## config.mk

```make
export PLATFORM = sky130hd
export DESIGN_NAME = pcpa_head_table
export DESIGN_NICKNAME = d
export VERILOG_FILES = /design/src/sv/pcpa_pkg.sv /design/src/sv/pcpa_head_table.sv
export SDC_FILE = /design/constraint.sdc
export NUM_CORES = 1
export LEC_CHECK = 0
export BUFFER_PORTS_ARGS = -buffer_cell sky130_fd_sc_hd__buf_2
export CORE_UTILIZATION = 50
export CTS_CLUSTER_DIAMETER = 200
export DETAILED_ROUTE_END_ITERATION = 10
export PLACE_DENSITY_LB_ADDON = 0.3
export SYNTH_ARGS = -nofsm -noshare
export SYNTH_HDL_FRONTEND = slang
export SYNTH_SLANG_ARGS = --single-unit
```

## constraint.sdc

```tcl
create_clock -name clk -period 1.7 [get_ports clk]
set_clock_uncertainty 0.15 [all_clocks]
set_input_delay 0.085 -clock clk [delete_from_list [all_inputs] [get_ports clk]]
set_output_delay 0.085 -clock clk [all_outputs]
set_load 0.05 [all_outputs]
```

## src/sv/pcpa_pkg.sv

```systemverilog
// ----------------------------------------------------------------------------
// pcpa_pkg
// Shared types and codes for the per-CPU page allocator.
// ----------------------------------------------------------------------------
package pcpa_pkg;

    localparam logic CMD_ALLOC = 1'b0;
    localparam logic CMD_FREE  = 1'b1;

    localparam logic [1:0] STATUS_DONE     = 2'd0;
    localparam logic [1:0] STATUS_OOM      = 2'd1;
    localparam logic [1:0] STATUS_BAD_ADDR = 2'd2;

    localparam logic REG_MEM_START = 1'b0;
    localparam logic REG_MEM_END   = 1'b1;

    localparam logic [31:0] MEM_START_RESET = 32'h8000_0000;
    localparam logic [31:0] MEM_END_RESET   = 32'h8800_0000;

    // Access request to one of the state memories
    typedef struct packed {
        logic rd;
        logic wr;
    } mem_cmd_t;

endpackage

```

## src/sv/pcpa_head_table.sv

```systemverilog
// ----------------------------------------------------------------------------
// pcpa_head_table
// List heads, one per CPU, in a synchronous memory, with a non-empty flag
// per CPU in flops so the table itself needs no clearing.
// ----------------------------------------------------------------------------
module pcpa_head_table #(
    parameter int NUM_CPUS  = 8,
    parameter int CW        = 3,
    parameter int HW        = 16
) (
    input  logic                clk,
    input  logic                rst_n,
    input  pcpa_pkg::mem_cmd_t  cmd,
    input  logic [CW-1:0]       addr,
    input  logic [HW-1:0]       wdata,
    output logic [HW-1:0]       rdata,
    output logic [NUM_CPUS-1:0] nonempty
);
    import pcpa_pkg::*;

    logic [HW-1:0]       head_mem [NUM_CPUS];
    logic [HW-1:0]       rdata_reg;
    logic [NUM_CPUS-1:0] nonempty_reg;

    always_ff @(posedge clk)
    begin
        if (cmd.wr)
        begin
            head_mem[addr] <= wdata;
        end
        if (cmd.rd)
        begin
            rdata_reg <= head_mem[addr];
        end
    end

    // Head value zero marks an empty list
    always_ff @(posedge clk or negedge rst_n)
    begin
        if (!rst_n)
        begin
            nonempty_reg <= '0;
        end
        else if (cmd.wr)
        begin
            nonempty_reg[addr] <= (wdata != '0);
        end
    end

    assign rdata    = rdata_reg;
    assign nonempty = nonempty_reg;

endmodule

```

Word-level counts from Yosys, hierarchy flattened
Memories as Yosys holds them, arrays and structs flattened. A register that Yosys moved wholly into a read port is not among the register bits. Index checks and enable logic that the tools add are counted.

Register bits: 8. Memory bits (writable): 128. Input port bits: 23. Output and inout bits: 24. Word-level logic and storage cells: 11. Memories kept: 1.

Order comparisons: 2. Mux-type cells: 5. Reductions and logical operators: 2.

Memory list: head_mem (depth 8, bits a word 16, read ports 1, clocked after memory_dff 1, write ports 1, line pcpa_head_table.sv:21) `logic [HW-1:0] head_mem [NUM_CPUS];`.

Operators by type and width (number): $reduce_bool 16->1 (1); $bwmux 8 (1); $lt 3x4->1 const B (1); $demux 1 s3 (1); $ge 3x1->1 const B (1); $mux 1 (3); $logic_and 1x1->1 (1).

Logic depth before layout (Yosys ltp)
Gate-level depths: netlist of the first run.

Depth after elaboration: 5. Gate-level depth with buffers: 6. Gate-level depth less buffers: 4.

Least setup slack after synthesis of the first run
OpenSTA, ideal clock, no wires.

Kind: input port to flip-flop. Start: input port addr[0]. End: register nonempty_reg[2], in the netlist nonempty[2]. Library setup time: 125 ps. Data arrival time: 1602 ps. Data required time: 1425 ps. Path slack: -176 ps. Stages on the path: 5. Path buffers: 1. Cell sequence: buf_2 -> inv_2 -> nand2_1 -> nor2_1 -> mux2_2.

Cells in the longest elaborated chain, start to end: 5. Elaborated cells on any way between the ends: 6. Those cells by class: order compare: 2; mux: 3; reduce/logical: 1.

Ends and longest elaborated chain: start: declaration (line pcpa_head_table.sv:14) `input logic [CW-1:0] addr,`; $lt 3x4->1 (implied by the code) / $ge 3x1->1 (equally long branches) (line pcpa_head_table.sv:46) `nonempty_reg[addr] <= (wdata != '0);`; $logic_and 1x1->1 (implied by the code) (line pcpa_head_table.sv:46); $mux 1 (implied by the code) (line pcpa_head_table.sv:46); $demux 1 s3 (*) (line pcpa_head_table.sv:46); $bwmux 8 (*) (line pcpa_head_table.sv:46); end signal: indexed assignment (line pcpa_head_table.sv:46); end: declaration (line pcpa_head_table.sv:23) `logic [NUM_CPUS-1:0] nonempty_reg;`.

Mark *: on every way between the ends. The rest lies on a longest branch, timed or not. A chain may end at the register's enable or synchronous reset.

Worst setup path in the final report of the first run
Start: input port wdata[5]. End: register nonempty_reg[6], in the netlist nonempty[6].

Cells in the longest elaborated chain, start to end: 2.

Ends and longest elaborated chain: start: declaration (line pcpa_head_table.sv:15) `input logic [HW-1:0] wdata,`; $reduce_bool 16->1 (line pcpa_head_table.sv:46); $bwmux 8 (line pcpa_head_table.sv:46).

No other way between the ends.

==> qor.txt, run 1 <==
Max-Slew Margin vs Limit: 0.437
# Post-CTS Setup Buffers: 0
Setup WS post-layout: 76.5 ps
Post-synth EDFFs: 144
Final Util: 0.658
delay-heaviest family, CP: buffers and inverters
final hold violation count: 0
GRT busiest layer: met2
initial DRC count: 185
WS Path Type: input pin to flop
multiplexer area fraction after synthesis: 0.139
antenna viol nets, final: 0
drt total wl: 11.5 mm
run status: completed
core area: 11100 um^2
Hold Path Class: input pin to flop
RSZ-0062 raised after global routing: no
All-Layer GR Usage: 0.214
Gate power share: 0.074
GR Layer Usage met1: 0.297
FF+latch area: 4520 um^2
internal power: 6.99 mW
met3 usage: 0.0451
htree depth: 4
DIE AREA: 12000 um^2
DR DRC count: 0
CTS tree: built
Yosys reg bits: 152
CP arrival: 1780 ps
Wirelength per Cell: 21.4 um
CTS Buf Count: 17
period utilisation layout: 0.955
Slew Viols, Final: 0
post-synthesis xor/xnor area fraction: 0
via count: 3000
CP startpoint kind: input pin
worst reg-to-reg setup slack: 150 ps
fin crit period: 1620 ps
initial antenna violation count: 0
leakage: 2.54 nW
Max Cap Viol: 0
distinct cell type count of the synthesized netlist: 28
GR Overflow Total: 0
Vert. Die Dim: 110 um
Pwr Density: 1210 nW/um^2
post-layout net count: 407
post-synthesis instance total: 276
fmax: 616 MHz
fillers: 743
initial core utilization: 0.524
vias per cell: 5.59
max FFs per register: 128
clock network power share: 0.440
post-synthesis simple-gate area fraction: 0.0380
highest-delay cell along the critical path: dlygate4sd3_1
Port Buffer Count: 46
row count: 38
pin count of the biggest net entering global routing: 31
VDD IR-drop max: 0.713 mV
hold_ws: 17.1 ps
Worst Path Buf+Inv: 3
post-synthesis compound-gate area fraction: 0.0291
multi-input logic area: 1200 um^2
clk buf depth: 2
drt first pass iters: 4
Critical Path End Type: flop
Root Driver: clkbuf_16
Worst-Skew Late Latency: 420 ps
Critical Path RT: 1850 ps
DP Worst Slack: -153 ps
vias in the first global route: 3028
share of cells above drive strength 1: 0.375
mapped cell area: 5800 um^2
Cell Chain, Critical Path: dlygate4sd3_1 -> buf_2 -> nor4_1 -> nand4_1 -> buf_4 -> mux2_2
Sequential Power Share: 0.486
Post-Synth Adder-Cell Area: 0
Worst Max-Slew Pin Slew: 842 ps
Clk pin slew, worst setup/hold paths: 60 ps
Mapped Nets: 299
Net Sw Frac: 0.209
HPWL after DPL: 7.45 mm
CTS Sinks: 152
Synth async-reset ratio: 0.0526
main combinational cell family by area after synthesis: multiplexers
sequential area share after synthesis: 0.780
critical path fanouts, max: 9
boundary pin count: 47
total power: 8.83 mW
met2 usage: 0.330
syn avg cell area: 21.0 um^2
area grow syn2layout: 25.7%
die width: 110 um
GPL Wtd Cong: 0.760
first-pass GRT wire length: 17.4 mm
Synth Flop Type: edfxtp_1
antenna cell count: 0
YS warnings: 0
total net switching power: 1.84 mW
CP peak stage delay: 540 ps
Final Setup Violations: 0
==> per-stage QoR <==
step	TNS (ps)	cell area, um^2	instances
floorplan	-2840	5800	276
global placement	-323	6480	487
detailed placement	-1040	6480	487
CTS	0	7280	537
global route	0	7290	537
finish	0	7290	537
==> power by group through the flow <==
stage	sequential [mW]	clock (mW)	combinational, mW
floorplan	4.51	0	0.233
detailed placement	4.37	0	0.623
global placement	4.36	0	0.608
CTS	4.29	3.92	0.659
global route	4.30	4.05	0.696
finish	4.29	3.89	0.655
==> cell type report <==
type	count	share of cell area
Inverter	1	0.000515
Timing Repair Buffer	101	0.105
Tap cell	140	0.0240
Clock buffer	19	0.0608
Multi-Input combinational cell	111	0.165
Sequential cell	152	0.621
Clock inverter	13	0.0244
==> Yosys cell counts, types with 4 or more instances <==
cell type | instances | area (um^2)
edfxtp_1 | 144 | 4320
mux2_2 | 23 | 259
a22oi_1 | 9 | 67.6
dfrtp_1 | 8 | 200
nand2_1 | 11 | 41.3
nor3_2 | 4 | 40.0
o21a_1 | 8 | 60.1
mux4_2 | 5 | 113
mux4_1 | 15 | 394
nand3_1 | 10 | 50.1
nor2_1 | 4 | 15.0
nor4_1 | 4 | 25.0
buf_2 | 7 | 35.0
==> cells by family (layout without fill, tap and decap cells) <==
kind of cell,count (synthesis),count (layout)
mux,47,47
buf+inv,13,134
simple gates,41,41
flops,152,152
compound gates,23,23
==> repair_timing <==
action / in CTS / in global routing
endpoints found under the hold margin: 136 / 0
endpoints found under the setup margin: 0 / 7
hold buffers: 18 / 0
resized for setup: 0 / 1
==> final timing paths <==
path                                            to  cells past startpoint                 startpoint
setup / recovery           nonempty[6]$_DFFE_PN0P_                      6                   wdata[5]
hold / removal                 rdata[13]$_DFFE_PP_                      1                     cmd[1]
setup reg to reg               rdata[10]$_DFFE_PP_                      2  head_mem[1][10]$_DFFE_PP_
hold reg to reg            nonempty[2]$_DFFE_PN0P_                      1    nonempty[2]$_DFFE_PN0P_
max in group asynchronous  nonempty[7]$_DFFE_PN0P_                      3                      rst_n
min in group asynchronous  nonempty[3]$_DFFE_PN0P_                      3                      rst_n
==> cell usage in the layout (no fill, tap or decap), types with 2 or more instances in the layout <==
cell,Yosys,routed
nand2_1,11,11
nor2_1,4,4
mux4_1,15,15
mux4_2,5,5
nand3_1,10,10
nor3_2,4,4
mux2i_1,2,2
a221oi_1,2,2
a21oi_1,2,2
bufinv_16,0,4
a22oi_1,9,9
mux2_1,2,2
clkinv_2,0,4
buf_2,7,46
clkbuf_16,0,17
buf_4,0,31
nor4_1,4,3
dlygate4sd3_1,0,18
buf_12,0,6
nor2b_1,3,3
edfxtp_1,144,144
clkinvlp_4,0,5
dfrtp_1,8,8
mux2_2,23,23
o21a_1,8,8
==> per-layer routing <==
metal  part of all wire  vias up
met5                  0        -
met1               0.45     1528
met4              0.012        0
met3              0.060       14
met2               0.47       99
li1                   -     1359
Note: power is estimated with default switching activity, not from simulation.
==> run 2, diff against run 1 <==
--- a/config.mk
+++ b/config.mk
@@ -7,4 +7,5 @@
 export LEC_CHECK = 0
 export BUFFER_PORTS_ARGS = -buffer_cell sky130_fd_sc_hd__buf_2
+export CORE_MARGIN = 10
 export CORE_UTILIZATION = 50
 export CTS_CLUSTER_DIAMETER = 200
==> constraint.sdc (replaced) <==
create_clock -name clk -period 1.7 [get_ports clk]
set_clock_uncertainty 0.15 [all_clocks]
set_input_delay 0.34 -clock clk [delete_from_list [all_inputs] [get_ports clk]]
set_output_delay 0.34 -clock clk [all_outputs]
set_load 0.05 [all_outputs]
==> run 2 against run 1 <==
- largest power group unchanged
- cell count up 2.4%
- register-to-register slack worse by 20 ps
- critical path type unchanged
- die area is 36% higher
- clock-buffer cell count is 6 higher
- global-route usage is 6.0 points lower
- combinational power is 4.0% higher
- critical endpoint is now rdata[3]$_DFFE_PP_
- via count grew 1.3%
- wire length is 4.9% higher
- first-iteration DRC count is 37% higher
- critical path depth fell by 1
==> qor.txt, run 2 (synthesized netlist as in run 1, its figures left out) <==
met2 usage: 0.253
RSZ-0062 raised after global routing: no
critical path fanouts, max: 9
first-pass GRT wire length: 18.6 mm
GRT busiest layer: met2
worst r2r src: head_mem[5][9]$_DFFE_PP_
CP peak stage delay: 820 ps
Non-Filler Instances: 550
total power: 8.09 mW
leakage: 2.58 nW
setup TNS: 0 ps
drt total wl: 12.1 mm
row count: 39
All-Layer GR Usage: 0.154
commonest non-fill, non-tap cell in the layout: edfxtp_1
boundary pin count: 47
DR DRC count: 0
pin count of the biggest net entering global routing: 17
met3 usage: 0.0397
GR Overflow Total: 0
GPL Wtd Cong: 0.812
Final Util: 0.638
Pwr Density: 1120 nW/um^2
antenna cell count: 0
Slew Viols, Final: 0
antenna viol nets, final: 0
Reg2Reg Depth: 2
post-layout net count: 417
CP arrival: 1800 ps
Crit Reg-Reg Endpoint: rdata[9]$_DFFE_PP_
Hold-fix buffers, CTS: 1
Cell Chain, Critical Path: buf_2 -> nor2b_1 -> a22oi_1 -> nand3_1 -> o21a_1
clk buf depth: 2
WHS Path Cells: 1
CTS Sinks: 152
Worst Max-Slew Pin Slew: 1020 ps
Setup WS post-layout: 32.6 ps
worst reg-to-reg setup slack: 130 ps
CTS Buf Count: 17
Max Cap Viol: 0
# Post-CTS Setup Buffers: 0
max FFs per register: 128
initial antenna violation count: 0
DP Worst Slack: -349 ps
number of instances in the placed design: 517
most frequent cells in the layout: 144 x edfxtp_1, 59 x buf_4, 46 x buf_2
CTS tree: built
HPWL after DPL: 8.36 mm
Max-Slew Margin vs Limit: 0.316
final hold violation count: 0
fmax: 600 MHz
vias in the first global route: 3233
Critical Path RT: 1830 ps
Clk pin slew, worst setup/hold paths: 50 ps
initial core utilization: 0.510
drt first pass iters: 4
DIE AREA: 16300 um^2
Worst-Skew Late Latency: 410 ps
highest-delay cell along the critical path: nor2b_1
delay-heaviest family, CP: simple AND/OR/NAND/NOR gates
via count: 3040
GR Layer Usage met1: 0.191
area grow syn2layout: 25.0%
VDD IR-drop max: 0.675 mV
Hold Path Sink: head_mem[1][11]$_DFFE_PP_
WS Path Type: input pin to flop
vias per cell: 5.53
post_cts resized: 0
Vert. Die Dim: 128 um
Root Driver: clkbuf_16
Wirelength per Cell: 21.9 um
Hold Startpoint: wdata[11]
Port Buffer Count: 46
share of cells above drive strength 1: 0.415
Hold Path Class: input pin to flop
Critical Path End Type: flop
core area: 11400 um^2
initial DRC count: 254
period utilisation layout: 0.981
htree depth: 4
Worst Path Buf+Inv: 1
fin crit period: 1670 ps
die width: 128 um
CP startpoint kind: input pin
run status: completed
Final Setup Violations: 0
## run 2: cell count changes in the layout (fill, tap and decap cells not counted), sizes merged
cell | previous run | this run
clkinv | 4 | 7
buf | 83 | 110
clkbuf | 19 | 25
clkinvlp | 5 | 0
bufinv | 4 | 0
dlygate4sd3 | 18 | 1
## run 2: worst max-delay path by stage
stage,from,endpoint,slack (ps),cells past startpoint
floorplan,addr[0],nonempty[4]$_DFFE_PN0P_,-60,4
global placement,addr[0],rdata[2]$_DFFE_PP_,-260,5
detailed placement,addr[0],rdata[8]$_DFFE_PP_,-350,5
CTS,addr[0],rdata[3]$_DFFE_PP_,80,5
global route,addr[0],rdata[3]$_DFFE_PP_,20,5
finish,addr[0],rdata[3]$_DFFE_PP_,30,5
## run 2: worst reg2reg max path: stages, from the launching register on
cell and delay, ps:
edfxtp_1 370, mux4_1 520, mux2_2 280
## run 2: routing by layer
metal  vias to the layer above  wire, um
li1                       1387         -
met1                      1546      5090
met2                        96      6120
met3                        11       685
met4                         0       161
met5                         -         0
## run 2: report_power, final
group          total [mW]  internal (mW)  switching (mW)
registers            4.29           4.26          0.0351
clock network        3.11           1.83            1.28
logic               0.681          0.263           0.419
total                8.09           6.35            1.74
## run 2: layout make-up
class,instances,area (um^2)
clock buffers,25,455
clock inverters,7,28.8
fillers,791,4120
inverters,1,6.26
multi-input cells,111,1280
flip-flops and latches,152,4520
well taps,143,179
repair buffers,111,783
## run 2: stage by stage
| stage | hold WS, ps | area, um^2 |
|---|---|---|
| 6_report | 73.6 | 7250 |
| 4_1_cts | 71.3 | 7250 |
| 5_1_grt | 92.1 | 7250 |
| 3_3_place_gp | 35.9 | 6760 |
| 2_1_floorplan | -106 | 5910 |
| 3_5_place_dp | 33.6 | 6760 |
==> run 3, diff against run 2 <==
clock period = 2.15 ns   (was 1.7 ns; I/O delays follow)
==> run 3 against run 2 <==
- non-clock buffer count shrank 36
- power decreased by 15%
- die area unchanged
- setup slack better by 410 ps
- clock-buffer cell count down 7
- cell area decreased by 3.1%
- cell count fell by 6.5%
- register-to-register slack better by 380 ps
- first-iteration DRC count is 3.9% higher
- worst hold slack improved by 73 ps
- critical path depth is 1 lower
- critical path type unchanged
- highest routed layer unchanged
==> qor.txt, run 3 (synthesized netlist as in run 1, its figures left out) <==
multi-input logic area: 1200 um^2
post-layout net count: 381
Non-Filler Instances: 514
area grow syn2layout: 21.2%
fillers: 786
Port Buffer Count: 46
Wirelength per Cell: 22.8 um
final hold violation count: 0
All-Layer GR Usage: 0.152
initial antenna violation count: 0
Hold Path Class: input pin to flop
Critical Path End Type: flop
core area: 11400 um^2
Worst-Skew Late Latency: 420 ps
final instance area: 7030 um^2
DP Area: 6420 um^2
CTS Sinks: 152
Vert. Die Dim: 128 um
share of cells above drive strength 1: 0.375
period utilisation layout: 0.796
antenna cell count: 0
WHS Path Cells: 1
vias in the first global route: 3079
run status: completed
Final Util: 0.619
initial core utilization: 0.510
Pwr Density: 978 nW/um^2
boundary pin count: 47
DIE AREA: 16300 um^2
Slew Viols, Final: 0
CTS Buf Count: 17
Final Setup Violations: 0
fin crit period: 1710 ps
CTS tree: built
Critical Path RT: 2180 ps
VDD IR-drop max: 0.617 mV
die width: 128 um
post_cts resized: 0
antenna viol nets, final: 0
HPWL after DPL: 7.49 mm
Reg2Reg Depth: 2
fmax: 585 MHz
row count: 39
initial DRC count: 264
leakage: 2.43 nW
max FFs per register: 128
number of instances in the placed design: 481
Worst Max-Slew Pin Slew: 804 ps
FF+latch area: 4520 um^2
first-pass GRT wire length: 18.2 mm
commonest non-fill, non-tap cell in the layout: edfxtp_1
Root Driver: clkbuf_16
WS Path Type: input pin to flop
via count: 2898
most frequent cells in the layout: 144 x edfxtp_1, 46 x buf_2, 23 x mux2_2
vias per cell: 5.64
htree depth: 4
Clk pin slew, worst setup/hold paths: 60 ps
critical path fanouts, max: 12
pin count of the biggest net entering global routing: 17
setup TNS: 0 ps
GPL Wtd Cong: 0.763
Max-Slew Margin vs Limit: 0.463
RSZ-0062 raised after global routing: no
DR DRC count: 0
CP startpoint kind: input pin
drt total wl: 11.7 mm
Max Cap Viol: 0
clk buf depth: 2
GR Overflow Total: 0
drt first pass iters: 5
CP arrival: 1740 ps
==> run 3: layer usage <==
layer  track usage  vias to the layer above  wire, um
li1              -                     1314         -
met1         0.189                     1485      4950
met2         0.240                       86      5990
met3        0.0571                       13       608
met4        0.0536                        0       151
met5             0                        -         0
==> run 3: worst paths after layout <==
kind,startpoint,endpoint,slack [ps]
min in group asynchronous,rst_n,nonempty[4]$_DFFE_PN0P_,220
worst min-delay path,wdata[4],head_mem[4][4]$_DFFE_PP_,150
max in group asynchronous,rst_n,nonempty[6]$_DFFE_PN0P_,1470
worst max-delay path,addr[0],rdata[11]$_DFFE_PP_,440
worst max register to register,head_mem[4][11]$_DFFE_PP_,rdata[11]$_DFFE_PP_,510
worst min register to register,nonempty[2]$_DFFE_PN0P_,nonempty[2]$_DFFE_PN0P_,360
==> run 3: where the power goes <==
group / internal (mW) / total, mW / switching (mW) / leakage [nW]
Clock: 1.83 / 3.01 / 1.17 / 0.295
Combinational: 0.169 / 0.479 / 0.310 / 0.741
Sequential: 3.37 / 3.39 / 0.0291 / 1.39
==> run 3: critical path: stages <==
cell	delay (ps)
buf_2	220
buf_12	190
mux4_1	600
mux2_2	280
==> run 3: cell type report <==
| class | instances | area share |
|---|---|---|
| Clock buffer | 18 | 0.0610 |
| Timing Repair Buffer | 75 | 0.0747 |
| Clock inverter | 14 | 0.0247 |
| Inverter | 1 | 0.000534 |
| Tap cell | 143 | 0.0254 |
| Multi-Input combinational cell | 111 | 0.170 |
| Sequential cell | 152 | 0.643 |
==> run 3: repair_timing <==
item                      in CTS  in global routing
hold endpoints to repair       8                  0
hold buffers                   1                  0
setup buffers                  0                  0
==> run 3: stage by stage <==
step | hold slack [ps] | setup slack (ps) | power [mW]
6_report | 146 | 440 | 6.88
3_3_place_gp | 126 | 57.6 | 3.93
5_1_grt | 146 | 391 | 7.11
2_1_floorplan | -15.6 | -71.4 | 3.75
4_1_cts | 125 | 451 | 6.93
3_5_place_dp | 127 | 21.8 | 3.94
